$ cat config.mk
export PLATFORM = sky130hd
export DESIGN_NAME = echo_distance_trimmed_mean_unit_flat
export DESIGN_NICKNAME = d
export VERILOG_FILES = /design/src/edtm_pkg.sv /design/src/edtm_if.sv /design/src/echo_distance_trimmed_mean_unit.sv /design/src/edtm_ring.sv /design/src/edtm_div.sv /design/src/flat_wrapper.sv
export SDC_FILE = /design/constraint.sdc
export NUM_CORES = 1
export LEC_CHECK = 0
export BUFFER_PORTS_ARGS = -buffer_cell sky130_fd_sc_hd__buf_2
export CAP_MARGIN = 40
export CELL_PAD_IN_SITES_DETAIL_PLACEMENT = 1
export CELL_PAD_IN_SITES_GLOBAL_PLACEMENT = 2
export CORE_UTILIZATION = 46
export CTS_BUF_LIST = sky130_fd_sc_hd__clkbuf_4 sky130_fd_sc_hd__clkbuf_8
export DETAILED_ROUTE_END_ITERATION = 12
export GPL_TIMING_DRIVEN = 0
export HOLD_SLACK_MARGIN = 0.03
export PLACE_DENSITY = 0.9
export SETUP_SLACK_MARGIN = 0.02
export SYNTH_ARGS = -nofsm -noshare
export SYNTH_HDL_FRONTEND = slang
export SYNTH_SLANG_ARGS = --single-unit
export TNS_END_PERCENT = 20
$ cat constraint.sdc
create_clock -name clock -period 9.15 [get_ports clock]
set_input_delay 1.3725 -clock clock [delete_from_list [all_inputs] [get_ports clock]]
set_output_delay 1.3725 -clock clock [all_outputs]
set_load 0.02 [all_outputs]
$ cat src/edtm_pkg.sv
// shared constants and field widths for the echo distance trimmed mean unit
// no dependencies; used by the channel interfaces and every module in src
package edtm_pkg;

   localparam int WINDOW_DEFAULT = 8;

   localparam int WIDTH_W   = 16;   // echo width in microseconds
   localparam int OFFSET_W  = 20;   // signed q.8 offset
   localparam int SAMPLE_W  = 21;   // signed q.8 sample and mean
   localparam int DIST_W    = 19;   // unsigned q.8 distance
   localparam int DPROD_W   = 28;   // width * 1114 + 128

   localparam logic [10:0] DIST_MUL = 11'd1114;   // 0.017 * 256 * 256
   localparam logic [7:0]  DIST_RND = 8'd128;
   localparam int          DIST_SHIFT = 8;

   localparam int CSR_INDEX_W = 1;
   localparam int CSR_DATA_W  = 20;

   localparam logic [CSR_INDEX_W-1:0] REG_OFFSET = 1'b0;
   localparam logic [CSR_INDEX_W-1:0] REG_INVERT = 1'b1;

endpackage

$ cat src/edtm_if.sv
// valid/ready channel interfaces for the request and response sides
// depends on edtm_pkg for the payload widths
interface edtm_req_if;
   logic                            valid;
   logic                            ready;
   logic [edtm_pkg::WIDTH_W-1:0]    echo_width_us;

   modport source (output valid, output echo_width_us, input ready);
   modport sink   (input valid, input echo_width_us, output ready);
endinterface

interface edtm_rsp_if;
   logic                               valid;
   logic                               ready;
   logic signed [edtm_pkg::SAMPLE_W-1:0] mean_distance_q8;

   modport source (output valid, output mean_distance_q8, input ready);
   modport sink   (input valid, input mean_distance_q8, output ready);
endinterface

$ cat src/echo_distance_trimmed_mean_unit.sv
// echo distance trimmed mean: multiply, ring write, ring scan, trim, then divide to the result
// one request in flight; the next request is taken after the quotient of the last is done
// the ring scan does one memory read per cycle; the divide waits for a free result register
// the result register lets a new request in while the last result waits
// synchronous reset clears ring (valid bits), slot pointer and registers at once
module echo_distance_trimmed_mean_unit #(
   parameter int WINDOW = edtm_pkg::WINDOW_DEFAULT
) (
   input  logic                                 clock,
   input  logic                                 reset,
   edtm_req_if.sink                             req_if,
   edtm_rsp_if.source                           rsp_if,
   input  logic                                 csr_we,
   input  logic [edtm_pkg::CSR_INDEX_W-1:0]     csr_index,
   input  logic [edtm_pkg::CSR_DATA_W-1:0]      csr_wdata
);

   localparam int IDX_W = $clog2(WINDOW);
   localparam int SUM_W = edtm_pkg::SAMPLE_W + $clog2(WINDOW);
   localparam int EXT_W = SUM_W - edtm_pkg::SAMPLE_W;
   localparam logic [IDX_W-1:0] LAST_IDX = IDX_W'(WINDOW - 1);

   // controller states
   localparam logic [2:0] S_IDLE  = 3'd0;
   localparam logic [2:0] S_MUL   = 3'd1;
   localparam logic [2:0] S_WRITE = 3'd2;
   localparam logic [2:0] S_SCAN  = 3'd3;
   localparam logic [2:0] S_LAST  = 3'd4;
   localparam logic [2:0] S_TRIM  = 3'd5;
   localparam logic [2:0] S_DIV   = 3'd6;
   localparam logic [2:0] S_WAIT  = 3'd7;

   logic [2:0] state_ff, state_in;

   // configuration
   logic signed [edtm_pkg::OFFSET_W-1:0] offset_ff;
   logic                                 invert_ff;

   // payload path
   logic [edtm_pkg::WIDTH_W-1:0]         width_ff;
   logic [edtm_pkg::DIST_W-1:0]          dist_ff;
   logic [edtm_pkg::DPROD_W-1:0]         dist_prod;
   logic signed [edtm_pkg::SAMPLE_W-1:0] sample;
   logic signed [edtm_pkg::SAMPLE_W-1:0] off_ext, dist_ext;

   // ring access
   logic [IDX_W-1:0] slot_ff, slot_in;
   logic [IDX_W-1:0] idx_ff, idx_in;
   logic             ring_wr, ring_rd;
   logic signed [edtm_pkg::SAMPLE_W-1:0] ring_data;
   logic             rd_pend_ff, rd_pend_in;

   // running statistics over the scan
   logic                                 first_ff, first_in;
   logic signed [SUM_W-1:0]              sum_ff, sum_in;
   logic signed [edtm_pkg::SAMPLE_W-1:0] hi_ff, hi_in, lo_ff, lo_in;
   logic signed [SUM_W-1:0]              trim_ff, trim_in;
   logic signed [SUM_W-1:0]              ring_ext;

   // divider and response register
   logic                                 div_start, div_done;
   logic signed [edtm_pkg::SAMPLE_W-1:0] div_q;
   logic                                 rsp_valid_ff, rsp_valid_in;
   logic signed [edtm_pkg::SAMPLE_W-1:0] rsp_data_ff;
   logic                                 req_fire;

   assign req_if.ready = (state_ff == S_IDLE);
   assign req_fire     = req_if.valid && req_if.ready;

   assign rsp_if.valid            = rsp_valid_ff;
   assign rsp_if.mean_distance_q8 = rsp_data_ff;

   // configuration writes
   always_ff @(posedge clock) begin
      if (reset) begin
         offset_ff <= '0;
         invert_ff <= 1'b0;
      end else if (csr_we) begin
         unique case (csr_index)
            edtm_pkg::REG_OFFSET: offset_ff <= $signed(csr_wdata);
            edtm_pkg::REG_INVERT: invert_ff <= csr_wdata[0];
            default: ;
         endcase
      end
   end

   // width * 0.017 in q.8, rounded
   assign dist_prod = edtm_pkg::DPROD_W'(width_ff) * edtm_pkg::DPROD_W'(edtm_pkg::DIST_MUL)
                    + edtm_pkg::DPROD_W'(edtm_pkg::DIST_RND);

   assign off_ext  = {offset_ff[edtm_pkg::OFFSET_W-1], offset_ff};
   assign dist_ext = $signed({2'b00, dist_ff});
   assign sample   = invert_ff ? (off_ext - dist_ext) : (off_ext + dist_ext);

   assign ring_ext = {{EXT_W{ring_data[edtm_pkg::SAMPLE_W-1]}}, ring_data};

   always_ff @(posedge clock) begin
      if (req_fire) begin
         width_ff <= req_if.echo_width_us;
      end
      if (state_ff == S_MUL) begin
         dist_ff <= dist_prod[edtm_pkg::DIST_SHIFT + edtm_pkg::DIST_W - 1 : edtm_pkg::DIST_SHIFT];
      end
      if (div_done) begin
         rsp_data_ff <= div_q;
      end
      sum_ff  <= sum_in;
      hi_ff   <= hi_in;
      lo_ff   <= lo_in;
      trim_ff <= trim_in;
   end

   // controller
   always_comb begin
      state_in   = state_ff;
      slot_in    = slot_ff;
      idx_in     = idx_ff;
      first_in   = first_ff;
      ring_wr    = 1'b0;
      ring_rd    = 1'b0;
      rd_pend_in = 1'b0;
      div_start  = 1'b0;
      sum_in     = sum_ff;
      hi_in      = hi_ff;
      lo_in      = lo_ff;
      trim_in    = trim_ff;

      // fold in the entry read last cycle
      if (rd_pend_ff) begin
         if (first_ff) begin
            sum_in   = ring_ext;
            hi_in    = ring_data;
            lo_in    = ring_data;
            first_in = 1'b0;
         end else begin
            sum_in = sum_ff + ring_ext;
            if (ring_data > hi_ff) begin
               hi_in = ring_data;
            end
            if (ring_data < lo_ff) begin
               lo_in = ring_data;
            end
         end
      end

      unique case (state_ff)
         S_IDLE: begin
            if (req_fire) begin
               state_in = S_MUL;
            end
         end
         S_MUL: begin
            state_in = S_WRITE;
         end
         S_WRITE: begin
            // write the new sample, then rescan the whole ring
            ring_wr  = 1'b1;
            slot_in  = (slot_ff == LAST_IDX) ? '0 : slot_ff + 1'b1;
            idx_in   = '0;
            first_in = 1'b1;
            state_in = S_SCAN;
         end
         S_SCAN: begin
            ring_rd    = 1'b1;
            rd_pend_in = 1'b1;
            idx_in     = idx_ff + 1'b1;
            if (idx_ff == LAST_IDX) begin
               state_in = S_LAST;
            end
         end
         S_LAST: begin
            state_in = S_TRIM;
         end
         S_TRIM: begin
            // drop one largest and one smallest
            trim_in  = sum_ff - {{EXT_W{hi_ff[edtm_pkg::SAMPLE_W-1]}}, hi_ff}
                              - {{EXT_W{lo_ff[edtm_pkg::SAMPLE_W-1]}}, lo_ff};
            state_in = S_DIV;
         end
         S_DIV: begin
            // start only when the response register will be free
            if (!rsp_valid_ff || rsp_if.ready) begin
               div_start = 1'b1;
               state_in  = S_WAIT;
            end
         end
         S_WAIT: begin
            if (div_done) begin
               state_in = S_IDLE;
            end
         end
         default: state_in = S_IDLE;
      endcase
   end

   always_comb begin
      rsp_valid_in = rsp_valid_ff;
      if (div_done) begin
         rsp_valid_in = 1'b1;
      end else if (rsp_valid_ff && rsp_if.ready) begin
         rsp_valid_in = 1'b0;
      end
   end

   always_ff @(posedge clock) begin
      if (reset) begin
         state_ff     <= S_IDLE;
         slot_ff      <= '0;
         idx_ff       <= '0;
         first_ff     <= 1'b0;
         rd_pend_ff   <= 1'b0;
         rsp_valid_ff <= 1'b0;
      end else begin
         state_ff     <= state_in;
         slot_ff      <= slot_in;
         idx_ff       <= idx_in;
         first_ff     <= first_in;
         rd_pend_ff   <= rd_pend_in;
         rsp_valid_ff <= rsp_valid_in;
      end
   end

   edtm_ring #(
      .DEPTH  (WINDOW),
      .ADDR_W (IDX_W),
      .DATA_W (edtm_pkg::SAMPLE_W)
   ) u_ring (
      .clock   (clock),
      .reset   (reset),
      .wr_en   (ring_wr),
      .wr_addr (slot_ff),
      .wr_data (sample),
      .rd_en   (ring_rd),
      .rd_addr (idx_ff),
      .rd_data (ring_data)
   );

   edtm_div #(
      .SUM_W   (SUM_W),
      .DIVISOR (WINDOW - 2)
   ) u_div (
      .clock    (clock),
      .reset    (reset),
      .start    (div_start),
      .dividend (trim_ff),
      .done     (div_done),
      .quotient (div_q)
   );

`ifndef SYNTHESIS
   // a finished quotient never lands on an undelivered result
   a_no_overwrite: assert property (@(posedge clock) disable iff (reset)
      div_done |-> !rsp_valid_ff)
      else $error("result register overwritten");

   // ring read data only shows up during the scan
   a_read_in_scan: assert property (@(posedge clock) disable iff (reset)
      rd_pend_ff |-> (state_ff == S_SCAN || state_ff == S_LAST))
      else $error("ring read outside scan");

   // extremes are ordered once the scan is done
   a_hi_lo_order: assert property (@(posedge clock) disable iff (reset)
      state_ff == S_TRIM |-> hi_ff >= lo_ff)
      else $error("scan extremes out of order");

   // every request walks through the ring write after the multiply
   a_req_to_write: assert property (@(posedge clock) disable iff (reset)
      req_fire |=> ##1 state_ff == S_WRITE)
      else $error("request did not reach ring write");
`endif

endmodule

$ cat src/edtm_ring.sv
// sample ring: single port write, single port read, registered read data
// per-entry valid bits cleared by reset, unwritten entries read as zero
module edtm_ring #(
   parameter int DEPTH  = edtm_pkg::WINDOW_DEFAULT,
   parameter int ADDR_W = $clog2(edtm_pkg::WINDOW_DEFAULT),
   parameter int DATA_W = edtm_pkg::SAMPLE_W
) (
   input  logic              clock,
   input  logic              reset,
   input  logic              wr_en,
   input  logic [ADDR_W-1:0] wr_addr,
   input  logic [DATA_W-1:0] wr_data,
   input  logic              rd_en,
   input  logic [ADDR_W-1:0] rd_addr,
   output logic [DATA_W-1:0] rd_data
);

   logic [DATA_W-1:0] mem [DEPTH];
   logic [DEPTH-1:0]  valid_ff;
   logic [DATA_W-1:0] rd_data_ff;
   logic              rd_hit_ff;

   always_ff @(posedge clock) begin
      if (wr_en) begin
         mem[wr_addr] <= wr_data;
      end
      if (rd_en) begin
         rd_data_ff <= mem[rd_addr];
      end
   end

   always_ff @(posedge clock) begin
      if (reset) begin
         valid_ff  <= '0;
         rd_hit_ff <= 1'b0;
      end else begin
         if (wr_en) begin
            valid_ff[wr_addr] <= 1'b1;
         end
         if (rd_en) begin
            rd_hit_ff <= valid_ff[rd_addr];
         end
      end
   end

   assign rd_data = rd_hit_ff ? rd_data_ff : '0;

endmodule

$ cat src/edtm_div.sv
// signed division by a constant, truncated toward zero
// reciprocal multiply; start is registered into v1 and then v2, which is done; depends on edtm_pkg
module edtm_div #(
   parameter int SUM_W   = edtm_pkg::SAMPLE_W + $clog2(edtm_pkg::WINDOW_DEFAULT),
   parameter int DIVISOR = edtm_pkg::WINDOW_DEFAULT - 2
) (
   input  logic                                 clock,
   input  logic                                 reset,
   input  logic                                 start,
   input  logic signed [SUM_W-1:0]              dividend,
   output logic                                 done,
   output logic signed [edtm_pkg::SAMPLE_W-1:0] quotient
);

   // magnitude stays below DIVISOR * 2^20
   localparam int L_W   = $clog2(DIVISOR);
   localparam int MAG_W = edtm_pkg::SAMPLE_W - 1 + L_W;
   localparam int SHIFT = MAG_W + L_W;
   localparam int MUL_W = MAG_W + 2;
   localparam int PROD_W = MAG_W + MUL_W;
   localparam logic [63:0] POW_K = 64'd1 << SHIFT;
   localparam logic [63:0] RECIP_64 = (POW_K + 64'(DIVISOR) - 64'd1) / 64'(DIVISOR);
   localparam logic [MUL_W-1:0] RECIP = RECIP_64[MUL_W-1:0];

   logic              v1_ff, v2_ff;
   logic              neg1_ff, neg2_ff;
   logic [MAG_W-1:0]  mag_ff;
   logic [PROD_W-1:0] prod_ff;
   logic [SUM_W-1:0]  abs_val;
   logic [edtm_pkg::SAMPLE_W-1:0] q_mag;

   assign abs_val = dividend[SUM_W-1] ? SUM_W'(-dividend) : SUM_W'(dividend);

   always_ff @(posedge clock) begin
      if (reset) begin
         v1_ff <= 1'b0;
         v2_ff <= 1'b0;
      end else begin
         v1_ff <= start;
         v2_ff <= v1_ff;
      end
   end

   always_ff @(posedge clock) begin
      if (start) begin
         neg1_ff <= dividend[SUM_W-1];
         mag_ff  <= abs_val[MAG_W-1:0];
      end
      if (v1_ff) begin
         neg2_ff <= neg1_ff;
         prod_ff <= PROD_W'(mag_ff) * PROD_W'(RECIP);
      end
   end

   assign q_mag    = {1'b0, prod_ff[SHIFT + edtm_pkg::SAMPLE_W - 2 : SHIFT]};
   assign quotient = neg2_ff ? -$signed(q_mag) : $signed(q_mag);
   assign done     = v2_ff;

endmodule

$ cat src/flat_wrapper.sv
// flat-port wrapper written by rule: the top's interface ports become plain ports
module echo_distance_trimmed_mean_unit_flat 
#(
   parameter int WINDOW = edtm_pkg::WINDOW_DEFAULT
)
  (clock, reset, csr_we, csr_index, csr_wdata, req_if_valid, req_if_echo_width_us, req_if_ready, rsp_if_valid, rsp_if_mean_distance_q8, rsp_if_ready);
  edtm_req_if req_if_i ();
  edtm_rsp_if rsp_if_i ();
  input  logic clock;
  input  logic reset;
  input  logic csr_we;
  input  logic [edtm_pkg::CSR_INDEX_W-1:0] csr_index;
  input  logic [edtm_pkg::CSR_DATA_W-1:0] csr_wdata;
  input wire logic [$bits(req_if_i.valid)-1:0] req_if_valid;
  input wire logic [$bits(req_if_i.echo_width_us)-1:0] req_if_echo_width_us;
  output wire logic [$bits(req_if_i.ready)-1:0] req_if_ready;
  output wire logic [$bits(rsp_if_i.valid)-1:0] rsp_if_valid;
  output wire logic [$bits(rsp_if_i.mean_distance_q8)-1:0] rsp_if_mean_distance_q8;
  input wire logic [$bits(rsp_if_i.ready)-1:0] rsp_if_ready;
  assign req_if_i.valid = req_if_valid;
  assign req_if_i.echo_width_us = req_if_echo_width_us;
  assign req_if_ready = req_if_i.ready;
  assign rsp_if_valid = rsp_if_i.valid;
  assign rsp_if_mean_distance_q8 = rsp_if_i.mean_distance_q8;
  assign rsp_if_i.ready = rsp_if_ready;
  echo_distance_trimmed_mean_unit #(.WINDOW(WINDOW)) u_core (.clock(clock), .reset(reset), .req_if(req_if_i), .rsp_if(rsp_if_i), .csr_we(csr_we), .csr_index(csr_index), .csr_wdata(csr_wdata));
endmodule
==> summary.md <==
| Metric | Value |
|---|---|
| Outcome | `finished clean` |
| DRT Pass-1 Iters | `4` |
| Synth Flop Type | `edfxtp_1` |
| Clock-pin transition on the worst setup and hold timing paths | `0.06 ns` |
| Net Sw Frac | `32.9%` |
| Warnings from Yosys | `0` |
| Wirelength, routed | `71.3 mm` |
| Synth Area in Compound Gates | `7.79%` |
| Pwr/cell area | `189 nW/um^2` |
| Ys async rst share | `0%` |
| Initial antenna violation count | `1` |
| Syn Nets | `3096` |
| Post-synthesis cell count | `2470` |
| FF+latch count, synth | `424` |
| Routability cong. | `0.869` |
| Crit path max fanout | `5` |
| Unrepaired setup endpoints after global routing | `false` |
| Register area share after synthesis | `40.9%` |
| Sequential group share of total power | `39.6%` |
| WP data arrival | `8.17 ns` |
| Fillers | `6807` |
| Hold crit path type | `reg2reg` |
| Core Footprint | `64600 sq um` |
| Drt first-iter violations | `815` |
| Vias per cell | `5.43` |
| Post-layout min period | `7.78 ns` |
| Rows | `93` |
| Htree depth | `3` |
| Nets | `3265` |
| Total CTS buffers | `75` |
| Critical path startpoint category | `register` |
| Number of flops mapped to enable cells by yosys | `380` |
| Slew Viols, Final | `0` |
| Crit Path Category | `reg2reg` |
| Final worst path period share | `85.0%` |
| Reg2Reg Depth | `23` |
| Die width | `258 um` |
| Clock buffer depth | `3` |
| Worst hold path depth | `2` |
| Switch Pwr | `0.00208 W` |
| Routed WL per cell | `20.1 um` |
| Final setup fails | `0` |
| Highest clock rate | `129 MHz` |
| CTS sink cnt | `424` |
| Mapped cell area | `30100 sq um` |
| Hpwl dp | `57.2 mm` |
| Hold_buf cts | `0` |
| Global-route usage over all layers | `22.0%` |
| Share of layout cells above drive strength 1 | `12.0%` |
| Req. time, crit path | `9.55 ns` |
| Max-slew headroom | `34.1%` |
| Gr ovfl total | `0` |
| Worst-Margin Slew | `0.982 ns` |
| CP Capture Type | `register` |
| Comb power frac | `30.6%` |
| Worst skew pair latency | `0.69 ns` |
| Post-Synth Simple-Gate Area | `7.73%` |
| Adder-Cell Fraction of Synth Area | `29.4%` |
| Largest family of logic cells by synthesized area | `adder cells` |
| Starting Density | `46.6%` |
| First-pass GRT wire length | `115 mm` |
| Post_cts resized | `0` |
| Max cap viols | `0` |
| Port-buffer cells | `63` |
| Post-synthesis xor/xnor area fraction | `5.06%` |
| Layout Cells excl Fill | `3547` |
| Clock Skew | `0.0490 ns` |
| P_leak | `14.1 nW` |
| Int Pwr | `0.00424 W` |
| Footprint of the multi-input gates | `16400 sq um` |
| Setup TNS | `0 ns` |
| Total power | `0.00631 W` |
| Top Ports | `65` |
| Routed Antenna Nets | `0` |
| Residual DRC | `0` |
| Die area | `66400 sq um` |
| Synth cell types | `78` |
| Final hold violations | `0` |
| Clk pwr share | `29.8%` |
| Root Driver | `clkbuf_8` |
| Die height | `258 um` |
| VDD IR-drop max | `195 uV` |
| Final core occ | `51.8%` |
| Number of global-route vias before repair | `21600` |
| P&R area growth vs syn | `11.2%` |
| Largest net degree at the start of global routing | `24` |
| Post-synthesis mux area share | `4.36%` |
| Average size of a mapped cell | `12.2 sq um` |
| Placed insts | `3417` |
| CTS tree | `yes` |
| Reg area | `12300 sq um` |
| Postcts setup bufs | `0` |
| Vias | `19300` |
critical path: stages (launching register included):
cell	delay [ns]
edfxtp_1	0.50
ha_1	0.38
fa_1	0.56
fa_1	0.55
fa_1	0.63
inv_1	0.08
fa_1	0.54
inv_1	0.06
fa_1	0.53
inv_1	0.06
fa_1	0.53
inv_1	0.05
ha_1	0.19
a211o_1	0.26
a21oi_1	0.12
o2111ai_1	0.11
a31oi_1	0.37
o211ai_1	0.25
a41oi_1	0.49
o31ai_1	0.29
a31o_2	0.34
a21oi_1	0.26
nor2b_1	0.09
o311a_1	0.30
per-layer routing:
layer  share of wire (%)  global-route usage [%]
met3                 2.7                    2.86
met2                  52                    40.6
met1                  42                    26.4
met5                   0                       0
met4                 2.9                    7.33
flip-flops by register name, indices dropped and copies added (netlist names), 3 cells and up:
| name | cells |
|---|---|
| u_core.u_ring.mem | 168 |
| u_core.sum_ff | 24 |
| u_core.trim_ff | 24 |
| u_core.u_div.mag_ff | 23 |
| u_core.hi_ff | 21 |
| u_core.lo_ff | 21 |
| u_core.rsp_if.mean_distance_q8 | 21 |
| u_core.u_ring.rd_data_ff | 21 |
| u_core.offset_ff | 20 |
| u_core.u_div.prod_ff | 20 |
| u_core.dist_ff | 19 |
| u_core.width_ff | 16 |
| u_core.u_ring.valid_ff | 8 |
| u_core.idx_ff | 3 |
| u_core.slot_ff | 3 |
| u_core.state_ff | 3 |
final cells by class:
cell class | count | share of cell area, %
Clock inverter | 23 | 0.891
Buffer | 42 | 0.479
Antenna cell | 1 | 0.00748
Multi-Input combinational cell | 1659 | 49.0
Tap cell | 855 | 3.20
Inverter | 345 | 3.87
Clock buffer | 106 | 3.82
Timing Repair Buffer | 92 | 2.01
Sequential cell | 424 | 36.8
through the flow:
stage                     area, sq um  hold WS [ns]  setup slack, ns
after floorplan                 30100         0.400             2.40
after global placement          31500         0.446             1.52
after detailed placement        31900         0.457             1.32
after CTS                       33400         0.468             1.25
after global routing            33400         0.480             1.07
final                           33400         0.465             1.37
synth_stat cells (4+ instances only):
library cell | n | area (sq um)
o31ai_1 | 19 | 143
clkbuf_1 | 35 | 131
fa_1 | 201 | 4020
a31oi_1 | 11 | 68.8
or3_1 | 17 | 106
a211o_1 | 4 | 35.0
xor2_1 | 59 | 517
inv_1 | 345 | 1290
nand2b_1 | 20 | 125
o41ai_1 | 4 | 35.0
a21o_1 | 35 | 263
buf_1 | 5 | 18.8
a41oi_1 | 10 | 87.6
and2_1 | 28 | 175
nor3b_1 | 6 | 45.0
dfxtp_1 | 44 | 881
or2_2 | 5 | 31.3
nor4_1 | 7 | 43.8
xnor2_1 | 113 | 990
o21bai_1 | 6 | 45.0
mux2_2 | 24 | 270
nand3_1 | 25 | 125
nand2_1 | 152 | 571
mux2i_1 | 5 | 50.1
o21a_1 | 16 | 120
nor2_1 | 94 | 353
nand4_1 | 11 | 68.8
a211oi_1 | 8 | 60.1
o211ai_1 | 7 | 52.6
a21boi_0 | 5 | 37.5
nor2b_1 | 30 | 188
a21oi_1 | 105 | 526
mux4_2 | 44 | 991
edfxtp_1 | 380 | 11400
o21ai_0 | 88 | 440
ha_1 | 383 | 4790
a2111oi_0 | 4 | 35.0
nor3_1 | 42 | 210
or4_1 | 10 | 75.1
and3_1 | 7 | 43.8
path summary, 6_finish.rpt:
| check | from | slack (ns) | endpoint |
|---|---|---|---|
| worst max-delay path | u_core.u_div.mag_ff[10] | 1.37 | u_core.u_div.prod_ff[40] |
| worst min-delay path | u_core.offset_ff[13] | 0.47 | u_core.offset_ff[13] |
| worst max register to register | u_core.u_div.mag_ff[10] | 1.37 | u_core.u_div.prod_ff[40] |
| worst min register to register | u_core.offset_ff[13] | 0.47 | u_core.offset_ff[13] |
power groups by stage:
stage               Clock [W]  Sequential (W)  Combinational (W)
detailed placement          0         0.00254            0.00193
global placement            0         0.00253            0.00181
CTS                   0.00193         0.00250            0.00195
floorplan                   0         0.00251            0.00142
global route          0.00199         0.00251            0.00216
finish                0.00188         0.00250            0.00193
placed cells by master (no fill, tap or decap), types with 19 or more instances in the layout:
cell / instances
a21o_1: 35
a21oi_1: 105
and2_1: 28
buf_2: 66
clkbuf_1: 35
clkbuf_4: 29
clkbuf_8: 77
dfxtp_1: 44
edfxtp_1: 380
fa_1: 201
ha_1: 383
inv_1: 345
mux2_2: 24
mux4_2: 44
nand2_1: 152
nand2b_1: 20
nand3_1: 25
nor2_1: 90
nor2b_1: 30
nor3_1: 38
o21ai_0: 87
o31ai_1: 19
xnor2_1: 113
xor2_1: 59
logic make-up after synthesis:
family,Yosys count
AO/OA/AOI/OAI,358
XOR/XNOR,173
adder cells (fa/ha/maj),585
buffers and inverters,387
flip-flops,424
multiplexers,73
AND/OR/NAND/NOR,470
No activity file was read; power rests on OpenSTA's default activity.
